**src/sv/arp_cache_with_request_retry_defines.svh**
```systemverilog
// Assertion macros shared by the ARP cache RTL.
`ifndef ARP_CACHE_WITH_REQUEST_RETRY_DEFINES_SVH
`define ARP_CACHE_WITH_REQUEST_RETRY_DEFINES_SVH

// Same-cycle implication, checked on the rising edge of clk outside reset.
`define ARPC_ASSERT_NOW(label, ante, cons, msg) \
    label: assert property (@(posedge clk) disable iff (!rst_n) (ante) |-> (cons)) \
        else $error(msg);

// Next-cycle implication, checked on the rising edge of clk outside reset.
`define ARPC_ASSERT_NEXT(label, ante, cons, msg) \
    label: assert property (@(posedge clk) disable iff (!rst_n) (ante) |=> (cons)) \
        else $error(msg);

`endif

```
**src/sv/arpc_pkg.sv**
```systemverilog
// Package with sizes, codes and beat types of the ARP cache.
`timescale 1ns / 1ps
`default_nettype none

package arpc_pkg;

    localparam int CACHE_ENTRIES = 16;
    localparam int PEND_ENTRIES  = 8;
    localparam int CIDX_W = (CACHE_ENTRIES > 1) ? $clog2(CACHE_ENTRIES) : 1;
    localparam int PIDX_W = (PEND_ENTRIES > 1) ? $clog2(PEND_ENTRIES) : 1;
    localparam int SCAN_MAX = (CACHE_ENTRIES > PEND_ENTRIES) ? CACHE_ENTRIES : PEND_ENTRIES;
    localparam int SCAN_W = $clog2(SCAN_MAX + 1);

    localparam logic [1:0] CMD_LOOKUP = 2'd0;
    localparam logic [1:0] CMD_QUEUE  = 2'd1;
    localparam logic [1:0] CMD_INSERT = 2'd2;
    localparam logic [1:0] CMD_TICK   = 2'd3;

    localparam logic [2:0] KIND_LOOKUP    = 3'd0;
    localparam logic [2:0] KIND_QUEUED    = 3'd1;
    localparam logic [2:0] KIND_INSERTED  = 3'd2;
    localparam logic [2:0] KIND_RESEND    = 3'd3;
    localparam logic [2:0] KIND_GIVE_UP   = 3'd4;
    localparam logic [2:0] KIND_TICK_DONE = 3'd5;

    localparam logic [1:0] REG_CACHE_TIMEOUT   = 2'd0;
    localparam logic [1:0] REG_RETRY_LIMIT     = 2'd1;
    localparam logic [1:0] REG_RESEND_INTERVAL = 2'd2;

    typedef struct packed {
        logic [1:0]  cmd;
        logic [31:0] ip;
        logic [47:0] mac;
    } arpc_in_t;

    typedef struct packed {
        logic [2:0]  kind;
        logic        hit;
        logic [47:0] found_mac;
        logic [31:0] event_ip;
        logic        full_res;
        logic        last;
    } arpc_out_t;

endpackage

`default_nettype wire

```
**src/sv/arpc_ram.sv**
```systemverilog
// Generic simple dual-port RAM with registered read data.
`timescale 1ns / 1ps
`default_nettype none

module arpc_ram #(
    parameter int WIDTH = 32,
    parameter int DEPTH = 16
) (
    input  wire logic                    clk,
    input  wire logic                    we,
    input  wire logic [((DEPTH > 1) ? $clog2(DEPTH) : 1)-1:0] waddr,
    input  wire logic [WIDTH-1:0]        wdata,
    input  wire logic [((DEPTH > 1) ? $clog2(DEPTH) : 1)-1:0] raddr,
    output logic      [WIDTH-1:0]        rdata
);

    logic [WIDTH-1:0] mem_reg [DEPTH];

    always_ff @(posedge clk)
    begin
        if (we)
        begin
            mem_reg[waddr] <= wdata;
        end
        rdata <= mem_reg[raddr];
    end

endmodule

`default_nettype wire

```
**src/sv/arp_cache_with_request_retry.sv**
```systemverilog
// Top level of the ARP cache with pending request table and retry sequencer.
// Lookup beats scan the cache table, queue and insert beats the pending table, one entry
// per cycle, before their result is given; a tick ages the cache table, then handles
// each due pending request, waiting on output stalls, before its own result; one item is
// in work at a time, and the next is accepted the cycle after its final result is loaded.
// Reset clears valid bits, send counts and seconds and loads 15, 5 and 1; RAMs are not cleared.
`timescale 1ns / 1ps
`default_nettype none
`include "arp_cache_with_request_retry_defines.svh"

module arp_cache_with_request_retry
    import arpc_pkg::*;
(
    input  wire logic      clk,
    input  wire logic      rst_n,
    input  wire logic      in_valid,
    output logic           in_stall,
    input  wire arpc_in_t  in_data,
    output logic           out_valid,
    input  wire logic      out_stall,
    output arpc_out_t      out_data,
    input  wire logic      cfg_we,
    input  wire logic [1:0]  cfg_idx,
    input  wire logic [15:0] cfg_wdata
);

    localparam logic [2:0] S_IDLE = 3'd0;
    localparam logic [2:0] S_SCAN = 3'd1;
    localparam logic [2:0] S_PRD  = 3'd2;
    localparam logic [2:0] S_PEV  = 3'd3;
    localparam logic [2:0] S_DONE = 3'd4;

    logic [2:0]        state_reg;
    logic [1:0]        op_reg;
    logic [31:0]       ip_reg;
    logic [47:0]       mac_reg;
    logic [47:0]       fm_reg;
    logic              hit_reg;
    logic [SCAN_W-1:0] idx_reg;
    logic [SCAN_W-1:0] eidx_reg;
    logic              rdv_reg;
    logic [31:0]       now_reg;
    logic [15:0]       timeout_reg;
    logic [3:0]        retry_reg;
    logic [7:0]        interval_reg;
    logic [CACHE_ENTRIES-1:0] cache_valid_reg;
    logic [PEND_ENTRIES-1:0]  pend_valid_reg;
    logic [3:0]        pend_count_reg [PEND_ENTRIES];
    logic              out_valid_reg;
    arpc_out_t         out_reg;
    arpc_out_t         out_next;

    logic [31:0] caddr_rdata;
    logic [47:0] chw_rdata;
    logic [31:0] cadd_rdata;
    logic [31:0] paddr_rdata;
    logic [31:0] psent_rdata;

    logic [SCAN_W-1:0] scan_end;
    logic [CIDX_W-1:0] ce;
    logic [PIDX_W-1:0] pe;
    logic [PIDX_W-1:0] pi;
    logic [31:0] stamp_sel;
    logic [31:0] lim_sel;
    logic [31:0] elapsed;
    logic        over;
    logic [31:0] cmp_addr;
    logic        addr_eq;
    logic        cfree_found;
    logic [CIDX_W-1:0] cfree_idx;
    logic        pfree_found;
    logic [PIDX_W-1:0] pfree_idx;
    logic        in_accept;
    logic        can_emit;
    logic        done_emit;
    logic        pev_due;
    logic        pev_giveup;
    logic        pev_emit;
    logic        out_load;
    logic        cache_we;
    logic        paddr_we;
    logic        psent_we;

    assign in_stall  = (state_reg != S_IDLE);
    assign in_accept = in_valid && (state_reg == S_IDLE);
    assign out_valid = out_valid_reg;
    assign out_data  = out_reg;
    assign can_emit  = !out_valid_reg || !out_stall;

    assign scan_end = (op_reg inside {CMD_LOOKUP, CMD_TICK}) ? SCAN_W'(CACHE_ENTRIES)
                                                             : SCAN_W'(PEND_ENTRIES);
    assign ce = eidx_reg[CIDX_W-1:0];
    assign pe = eidx_reg[PIDX_W-1:0];
    assign pi = idx_reg[PIDX_W-1:0];

    // Shared age comparator: cache aging during the scan, resend timing afterwards.
    assign stamp_sel = (state_reg == S_SCAN) ? cadd_rdata : psent_rdata;
    assign lim_sel   = (state_reg == S_SCAN) ? {16'd0, timeout_reg} : {24'd0, interval_reg};
    assign elapsed   = now_reg - stamp_sel;
    assign over      = elapsed > lim_sel;

    // Shared address comparator.
    assign cmp_addr = (op_reg == CMD_LOOKUP) ? caddr_rdata : paddr_rdata;
    assign addr_eq  = (cmp_addr == ip_reg);

    always_comb
    begin
        cfree_found = 1'b0;
        cfree_idx   = '0;
        for (int i = CACHE_ENTRIES - 1; i >= 0; i--)
        begin
            if (!cache_valid_reg[i])
            begin
                cfree_found = 1'b1;
                cfree_idx   = CIDX_W'(i);
            end
        end
    end

    always_comb
    begin
        pfree_found = 1'b0;
        pfree_idx   = '0;
        for (int i = PEND_ENTRIES - 1; i >= 0; i--)
        begin
            if (!pend_valid_reg[i])
            begin
                pfree_found = 1'b1;
                pfree_idx   = PIDX_W'(i);
            end
        end
    end

    assign pev_due    = pend_valid_reg[pi] && ((pend_count_reg[pi] == 4'd0) || over);
    assign pev_giveup = pend_count_reg[pi] >= retry_reg;
    assign pev_emit   = (state_reg == S_PEV) && pev_due && can_emit;
    assign done_emit  = (state_reg == S_DONE) && can_emit;
    assign out_load   = pev_emit || done_emit;

    assign cache_we = done_emit && (op_reg == CMD_INSERT) && cfree_found;
    assign paddr_we = done_emit && (op_reg == CMD_QUEUE) && !hit_reg && pfree_found;
    assign psent_we = pev_emit && !pev_giveup;

    always_comb
    begin
        out_next = '0;
        if (state_reg == S_PEV)
        begin
            out_next.kind     = pev_giveup ? KIND_GIVE_UP : KIND_RESEND;
            out_next.event_ip = paddr_rdata;
        end
        else
        begin
            out_next.last = 1'b1;
            unique case (op_reg)
                CMD_LOOKUP:
                begin
                    out_next.kind      = KIND_LOOKUP;
                    out_next.hit       = hit_reg;
                    out_next.found_mac = fm_reg;
                end
                CMD_QUEUE:
                begin
                    out_next.kind     = KIND_QUEUED;
                    out_next.full_res = !hit_reg && !pfree_found;
                end
                CMD_INSERT:
                begin
                    out_next.kind     = KIND_INSERTED;
                    out_next.hit      = hit_reg;
                    out_next.full_res = !cfree_found;
                end
                default:
                begin
                    out_next.kind = KIND_TICK_DONE;
                end
            endcase
        end
    end

    arpc_ram #(.WIDTH(32), .DEPTH(CACHE_ENTRIES)) u_cache_addr (
        .clk   (clk),
        .we    (cache_we),
        .waddr (cfree_idx),
        .wdata (ip_reg),
        .raddr (idx_reg[CIDX_W-1:0]),
        .rdata (caddr_rdata)
    );

    arpc_ram #(.WIDTH(48), .DEPTH(CACHE_ENTRIES)) u_cache_hw (
        .clk   (clk),
        .we    (cache_we),
        .waddr (cfree_idx),
        .wdata (mac_reg),
        .raddr (idx_reg[CIDX_W-1:0]),
        .rdata (chw_rdata)
    );

    arpc_ram #(.WIDTH(32), .DEPTH(CACHE_ENTRIES)) u_cache_added (
        .clk   (clk),
        .we    (cache_we),
        .waddr (cfree_idx),
        .wdata (now_reg),
        .raddr (idx_reg[CIDX_W-1:0]),
        .rdata (cadd_rdata)
    );

    arpc_ram #(.WIDTH(32), .DEPTH(PEND_ENTRIES)) u_pend_addr (
        .clk   (clk),
        .we    (paddr_we),
        .waddr (pfree_idx),
        .wdata (ip_reg),
        .raddr (pi),
        .rdata (paddr_rdata)
    );

    arpc_ram #(.WIDTH(32), .DEPTH(PEND_ENTRIES)) u_pend_sent (
        .clk   (clk),
        .we    (psent_we),
        .waddr (pi),
        .wdata (now_reg),
        .raddr (pi),
        .rdata (psent_rdata)
    );

    always_ff @(posedge clk or negedge rst_n)
    begin
        if (!rst_n)
        begin
            state_reg       <= S_IDLE;
            op_reg          <= CMD_LOOKUP;
            hit_reg         <= 1'b0;
            idx_reg         <= '0;
            eidx_reg        <= '0;
            rdv_reg         <= 1'b0;
            now_reg         <= '0;
            timeout_reg     <= 16'd15;
            retry_reg       <= 4'd5;
            interval_reg    <= 8'd1;
            cache_valid_reg <= '0;
            pend_valid_reg  <= '0;
            for (int i = 0; i < PEND_ENTRIES; i++)
            begin
                pend_count_reg[i] <= 4'd0;
            end
            out_valid_reg   <= 1'b0;
        end
        else
        begin
            if (cfg_we)
            begin
                unique case (cfg_idx)
                    REG_CACHE_TIMEOUT:   timeout_reg  <= cfg_wdata;
                    REG_RETRY_LIMIT:     retry_reg    <= cfg_wdata[3:0];
                    REG_RESEND_INTERVAL: interval_reg <= cfg_wdata[7:0];
                    default: ;
                endcase
            end

            if (out_load)
            begin
                out_valid_reg <= 1'b1;
            end
            else if (out_valid_reg && !out_stall)
            begin
                out_valid_reg <= 1'b0;
            end

            unique case (state_reg)
                S_IDLE:
                begin
                    if (in_accept)
                    begin
                        state_reg <= S_SCAN;
                        op_reg    <= in_data.cmd;
                        idx_reg   <= '0;
                        rdv_reg   <= 1'b0;
                        hit_reg   <= 1'b0;
                        if (in_data.cmd == CMD_TICK)
                        begin
                            now_reg <= now_reg + 32'd1;
                        end
                    end
                end
                S_SCAN:
                begin
                    if (idx_reg != scan_end)
                    begin
                        idx_reg <= idx_reg + SCAN_W'(1);
                    end
                    rdv_reg  <= (idx_reg != scan_end);
                    eidx_reg <= idx_reg;
                    if (rdv_reg)
                    begin
                        unique case (op_reg)
                            CMD_LOOKUP:
                            begin
                                if (cache_valid_reg[ce] && addr_eq)
                                begin
                                    hit_reg <= 1'b1;
                                end
                            end
                            CMD_QUEUE:
                            begin
                                if (pend_valid_reg[pe] && addr_eq)
                                begin
                                    hit_reg <= 1'b1;
                                end
                            end
                            CMD_INSERT:
                            begin
                                if (pend_valid_reg[pe] && addr_eq && !hit_reg)
                                begin
                                    pend_valid_reg[pe] <= 1'b0;
                                    pend_count_reg[pe] <= 4'd0;
                                    hit_reg            <= 1'b1;
                                end
                            end
                            default:
                            begin
                                if (cache_valid_reg[ce] && over)
                                begin
                                    cache_valid_reg[ce] <= 1'b0;
                                end
                            end
                        endcase
                    end
                    if ((idx_reg == scan_end) && !rdv_reg)
                    begin
                        idx_reg   <= '0;
                        state_reg <= (op_reg == CMD_TICK) ? S_PRD : S_DONE;
                    end
                end
                S_PRD:
                begin
                    state_reg <= (idx_reg == SCAN_W'(PEND_ENTRIES)) ? S_DONE : S_PEV;
                end
                S_PEV:
                begin
                    if (!pev_due)
                    begin
                        idx_reg   <= idx_reg + SCAN_W'(1);
                        state_reg <= S_PRD;
                    end
                    else if (can_emit)
                    begin
                        if (pev_giveup)
                        begin
                            pend_valid_reg[pi] <= 1'b0;
                            pend_count_reg[pi] <= 4'd0;
                        end
                        else
                        begin
                            pend_count_reg[pi] <= pend_count_reg[pi] + 4'd1;
                        end
                        idx_reg   <= idx_reg + SCAN_W'(1);
                        state_reg <= S_PRD;
                    end
                end
                S_DONE:
                begin
                    if (can_emit)
                    begin
                        state_reg <= S_IDLE;
                        if (paddr_we)
                        begin
                            pend_valid_reg[pfree_idx] <= 1'b1;
                            pend_count_reg[pfree_idx] <= 4'd0;
                        end
                        if (cache_we)
                        begin
                            cache_valid_reg[cfree_idx] <= 1'b1;
                        end
                    end
                end
                default:
                begin
                    state_reg <= S_IDLE;
                end
            endcase
        end
    end

    always_ff @(posedge clk)
    begin
        if (in_accept)
        begin
            ip_reg  <= in_data.ip;
            mac_reg <= in_data.mac;
            fm_reg  <= '0;
        end
        else if ((state_reg == S_SCAN) && rdv_reg && (op_reg == CMD_LOOKUP) &&
                 cache_valid_reg[ce] && addr_eq)
        begin
            fm_reg <= chw_rdata;
        end
        if (out_load)
        begin
            out_reg <= out_next;
        end
    end

    `ARPC_ASSERT_NOW(a_not_last_kind, out_valid_reg && !out_reg.last,
        out_reg.kind == KIND_RESEND || out_reg.kind == KIND_GIVE_UP,
        "A beat that is not last must be a resend or give-up.")

    `ARPC_ASSERT_NOW(a_miss_zero_mac, out_valid_reg && out_reg.kind == KIND_LOOKUP && !out_reg.hit,
        out_reg.found_mac == 48'd0,
        "A lookup miss must carry a zero MAC.")

    `ARPC_ASSERT_NOW(a_queue_no_hit, out_valid_reg && out_reg.kind == KIND_QUEUED,
        !out_reg.hit,
        "A queue result must not report a hit.")

    `ARPC_ASSERT_NEXT(a_busy_after_accept, in_accept,
        state_reg == S_SCAN,
        "An accepted beat must start the scan.")

endmodule

`default_nettype wire

```
**config.mk**
```make
export PLATFORM = sky130hd
export DESIGN_NAME = arp_cache_with_request_retry
export DESIGN_NICKNAME = d
export VERILOG_FILES = /design/src/sv/arpc_pkg.sv /design/src/sv/arpc_ram.sv /design/src/sv/arp_cache_with_request_retry.sv
export VERILOG_INCLUDE_DIRS = /design/src /design/src/sv
export SDC_FILE = /design/constraint.sdc
export NUM_CORES = 2
export LEC_CHECK = 0
export BUFFER_PORTS_ARGS = -buffer_cell sky130_fd_sc_hd__buf_2
export CAP_MARGIN = 0
export CORE_AREA = 2 2 524 526
export CTS_CLUSTER_DIAMETER = 80
export DETAILED_ROUTE_END_ITERATION = 16
export DIE_AREA = 0 0 526 528
export HOLD_SLACK_MARGIN = 0.12
export SLEW_MARGIN = 20
export SYNTH_ARGS = -nofsm -noshare
export SYNTH_HDL_FRONTEND = slang
export SYNTH_HIERARCHICAL = 1
export SYNTH_SLANG_ARGS = --single-unit
```
**constraint.sdc**
```tcl
create_clock -name clk -period 16.2 [get_ports clk]
set_clock_uncertainty 0.05 [all_clocks]
set_input_delay 3.24 -clock clk [delete_from_list [all_inputs] [get_ports clk]]
set_output_delay 3.24 -clock clk [all_outputs]
set_load 0.05 [all_outputs]
```
==> flow_metrics.env <==
export IMPL_hpwlAfterDp_um=141500
export IMPL_grt_max_degree=136
export IMPL_area_growth_pct=14.67
export IMPL_portBuffers=192
export IMPL_dieWidth_um=526
export IMPL_ios=193
export IMPL_vias=54560
export IMPL_p_leak_nw=40.55
export IMPL_start_util_pct=39.79
export IMPL_ys_flop_type="edfxtp_1"
export IMPL_drive_gt1_share_pct=24.94
export IMPL_crit_top_cell="buf_4"
export IMPL_synth_edf_count=2470
export IMPL_cp_depth=23
export IMPL_grt_ovfl_total=0
export IMPL_drv_cap=0
export IMPL_routabilityCongestion=0.8287
export IMPL_ys_seq_elements=2827
export IMPL_placed_area_mm2=0.1143
export IMPL_slowest_stage="nor3_2"
export IMPL_netlist_instances=5412
export IMPL_timing_hold_ws_ns=0.3930
export IMPL_routed_wl_um=268000
export IMPL_path_cells="nor3b_4 -> buf_4 -> buf_4 -> mux2i_1 -> ha_1 -> nand4_1 -> nor2_1 -> o2bb2ai_1 -> nor2_1 -> xnor2_1 -> ha_1 -> nand4_1 -> nor4_1 -> a21boi_0 -> o31a_1 -> a311oi_1 -> o2111a_1 -> nand4b_1 -> o21a_1 -> and3_1 -> nand2_1 -> nor3_2 -> buf_4"
export IMPL_cts_hold_fix_buffers=0
export IMPL_fin_area_mm2=0.1243
export IMPL_finalSetupViolations=0
export IMPL_cpLargestDelayFamily="simple AND/OR/NAND/NOR gates"
export IMPL_drc=0
export IMPL_cts_sinks=2827
export IMPL_syn_area_mm2=0.1084
export IMPL_synth_area_per_cell_um2=20.03
export IMPL_worst_r2r_cell_count=23
export IMPL_fin_util_pct=45.63
export IMPL_cts_buffers=303
export IMPL_post_drt_wl_per_cell_um=27.83
export IMPL_cts_setup_buffers=0
export IMPL_crit_fanout=36
export IMPL_ant_nets=0
export IMPL_syn_nets=5578
export IMPL_yosysWarnings=6
export IMPL_yosysMostFrequentCell="edfxtp_1"
export IMPL_largest_register_ff_count=768
export IMPL_cpPeakStageDelay_ns=0.90
export IMPL_clkTransAtPathRegs_ns=0.06
export IMPL_drv_slew=0
export IMPL_ys_seq_area_share_pct=75.64
export IMPL_max_clock_path_buffers=4
export IMPL_cp_arrival_ns=8.57
export IMPL_routed_via_density=5.665
export IMPL_nets=5955
export IMPL_cts_resized=0
export IMPL_grtUsageTotal_pct=19.06
export IMPL_drt_iter0_drc=5403
export IMPL_hold_path_class="reg2reg"
export IMPL_ys_async_sr_fraction_pct=4.705
export IMPL_synth_area_leader_cell="edfxtp_1"
export IMPL_cts_root_buffer="clkbuf_16"
export IMPL_worstMarginPinSlew_ns=1.119
export IMPL_tns_ns=0
export IMPL_fmax_mhz=123.1
export IMPL_vdd_ir_drop_worst_mv=0.1251
export IMPL_status="finished, final reports clean"
export IMPL_first_global_vias=55860
export IMPL_timing_final_crit_share_pct=50.13
export IMPL_grt_pass1_wl_um=390200
export IMPL_n_fill_cell=22960
export IMPL_rows=192
export IMPL_synth_top_area_share_pct=68.43
export IMPL_slew_headroom_pct=25.40
export IMPL_cts_tree="built"
export IMPL_die_area_mm2=0.2777
export IMPL_hold_violations=0
export IMPL_die_y_um=528
export IMPL_clk_latency_ns=0.87
export IMPL_synth_top_cells_by_count="edfxtp_1, mux4_2, a22oi_1"
export IMPL_rsz0062_at_grt="false"
export IMPL_crit_path_start_kind="register"
export IMPL_htree_num_levels=5
export IMPL_holdPathStages=2
export IMPL_core_area_mm2=0.2724
export IMPL_drt_pass1_iter_count=5
export IMPL_netlist_top_cells_area="edfxtp_1, mux4_2, dfxtp_1"
export IMPL_crit_type="reg2reg"
export IMPL_cp_end_kind="register"
export IMPL_antenna_found_initial=29
export IMPL_crit_buf_inv=3
export IMPL_p_per_area_mw_per_mm2=158.5
export IMPL_synth_cell_type_count=85
export IMPL_period_needed_ns=8.122
export IMPL_worst_ep_required_time_ns=16.65
-- per-layer routing --
layer  share of wire [%]  up-vias  global-route usage [%]
met1                  42    29270                   26.50
met4                 2.3       22                   4.966
met3                 6.0      407                   2.887
met5               0.059        -                       0
li1                    -    23050                       -
met2                  49     1814                   31.46
-- power breakdown --
group	total [W]	switching, W	internal (W)
Sequential	0.00894	0.000447	0.00849
Clock	0.00689	0.00279	0.00410
Combinational	0.00387	0.00221	0.00166
Total	0.0197	0.00544	0.0143
-- worst paths after layout --
kind                                     start                    endpoint  slack (ns)
min                        u_cache_hw/rdata[2]                   fm_reg[2]        0.39
max                               state_reg[2]  u_pend_sent/mem_reg[4][11]        8.08
min in group asynchronous                rst_n                  now_reg[5]        2.43
max reg2reg                       state_reg[2]  u_pend_sent/mem_reg[4][11]        8.08
min reg2reg                u_cache_hw/rdata[2]                   fm_reg[2]        0.39
max in group asynchronous                rst_n                  idx_reg[0]       12.29
-- worst min-delay path: stages, from the launching register on --
cell	delay, ns
dfxtp_1	0.31
mux2i_1	0.06
nor2_1	0.07
-- cell type report --
| class | count | area [um2] | area share [%] |
|---|---|---|---|
| sequential | 2827 | 82000 | 65.98 |
| multi-input combinational | 2278 | 25510 | 20.53 |
| clock buffer | 422 | 8479 | 6.822 |
| tap | 3589 | 4491 | 3.613 |
| timing repair buffer | 347 | 2227 | 1.792 |
| clock inverter | 129 | 1443 | 1.161 |
| inverter | 32 | 120.1 | 0.09664 |
| antenna | 7 | 17.52 | 0.01409 |
-- layout by cell type (no fill, tap or decap), drive strengths merged, types with 14 or more instances in the layout --
master  count
edfxtp   2470
mux4      583
clkbuf    422
buf       347
a22oi     237
nand2     235
dfxtp     224
nor2      185
dfrtp     126
mux2i     124
mux2      103
and3       89
clkinv     84
o21ai      82
a21oi      73
xnor2      65
ha         60
nand3      49
nor3       46
inv        45
nand4      39
o22ai      30
bufinv     27
nand2b     24
xor2       18
nand3b     16
nor2b      16
and2       15
o31ai      14
a31oi      14
-- per-stage QoR --
stage               total power (W)  std cells  setup slack, ns
floorplan                   0.01181       5412            6.939
global placement            0.01296       9069            8.302
detailed placement          0.01300       9072            8.140
CTS                         0.01990       9623            8.099
global route                0.02050       9630            7.398
finish                      0.01970       9631            8.078
-- kinds of logic (layout without fill, tap and decap cells) --
group | Yosys count | after routing | share of synthesized area (%)
DFF | 2827 | 2827 | 75.64
muxes | 810 | 810 | 14.61
and+or+nand+nor | 763 | 763 | 3.417
AOI/OAI and AO/OA | 561 | 561 | 3.597
buffers and inverters | 307 | 930 | 1.355
xor gates and xnor gates | 83 | 83 | 0.6707
adders and majority gates | 61 | 61 | 0.7111
other | 0 | 7 | 0
No activity file was read; power rests on OpenSTA's default activity.
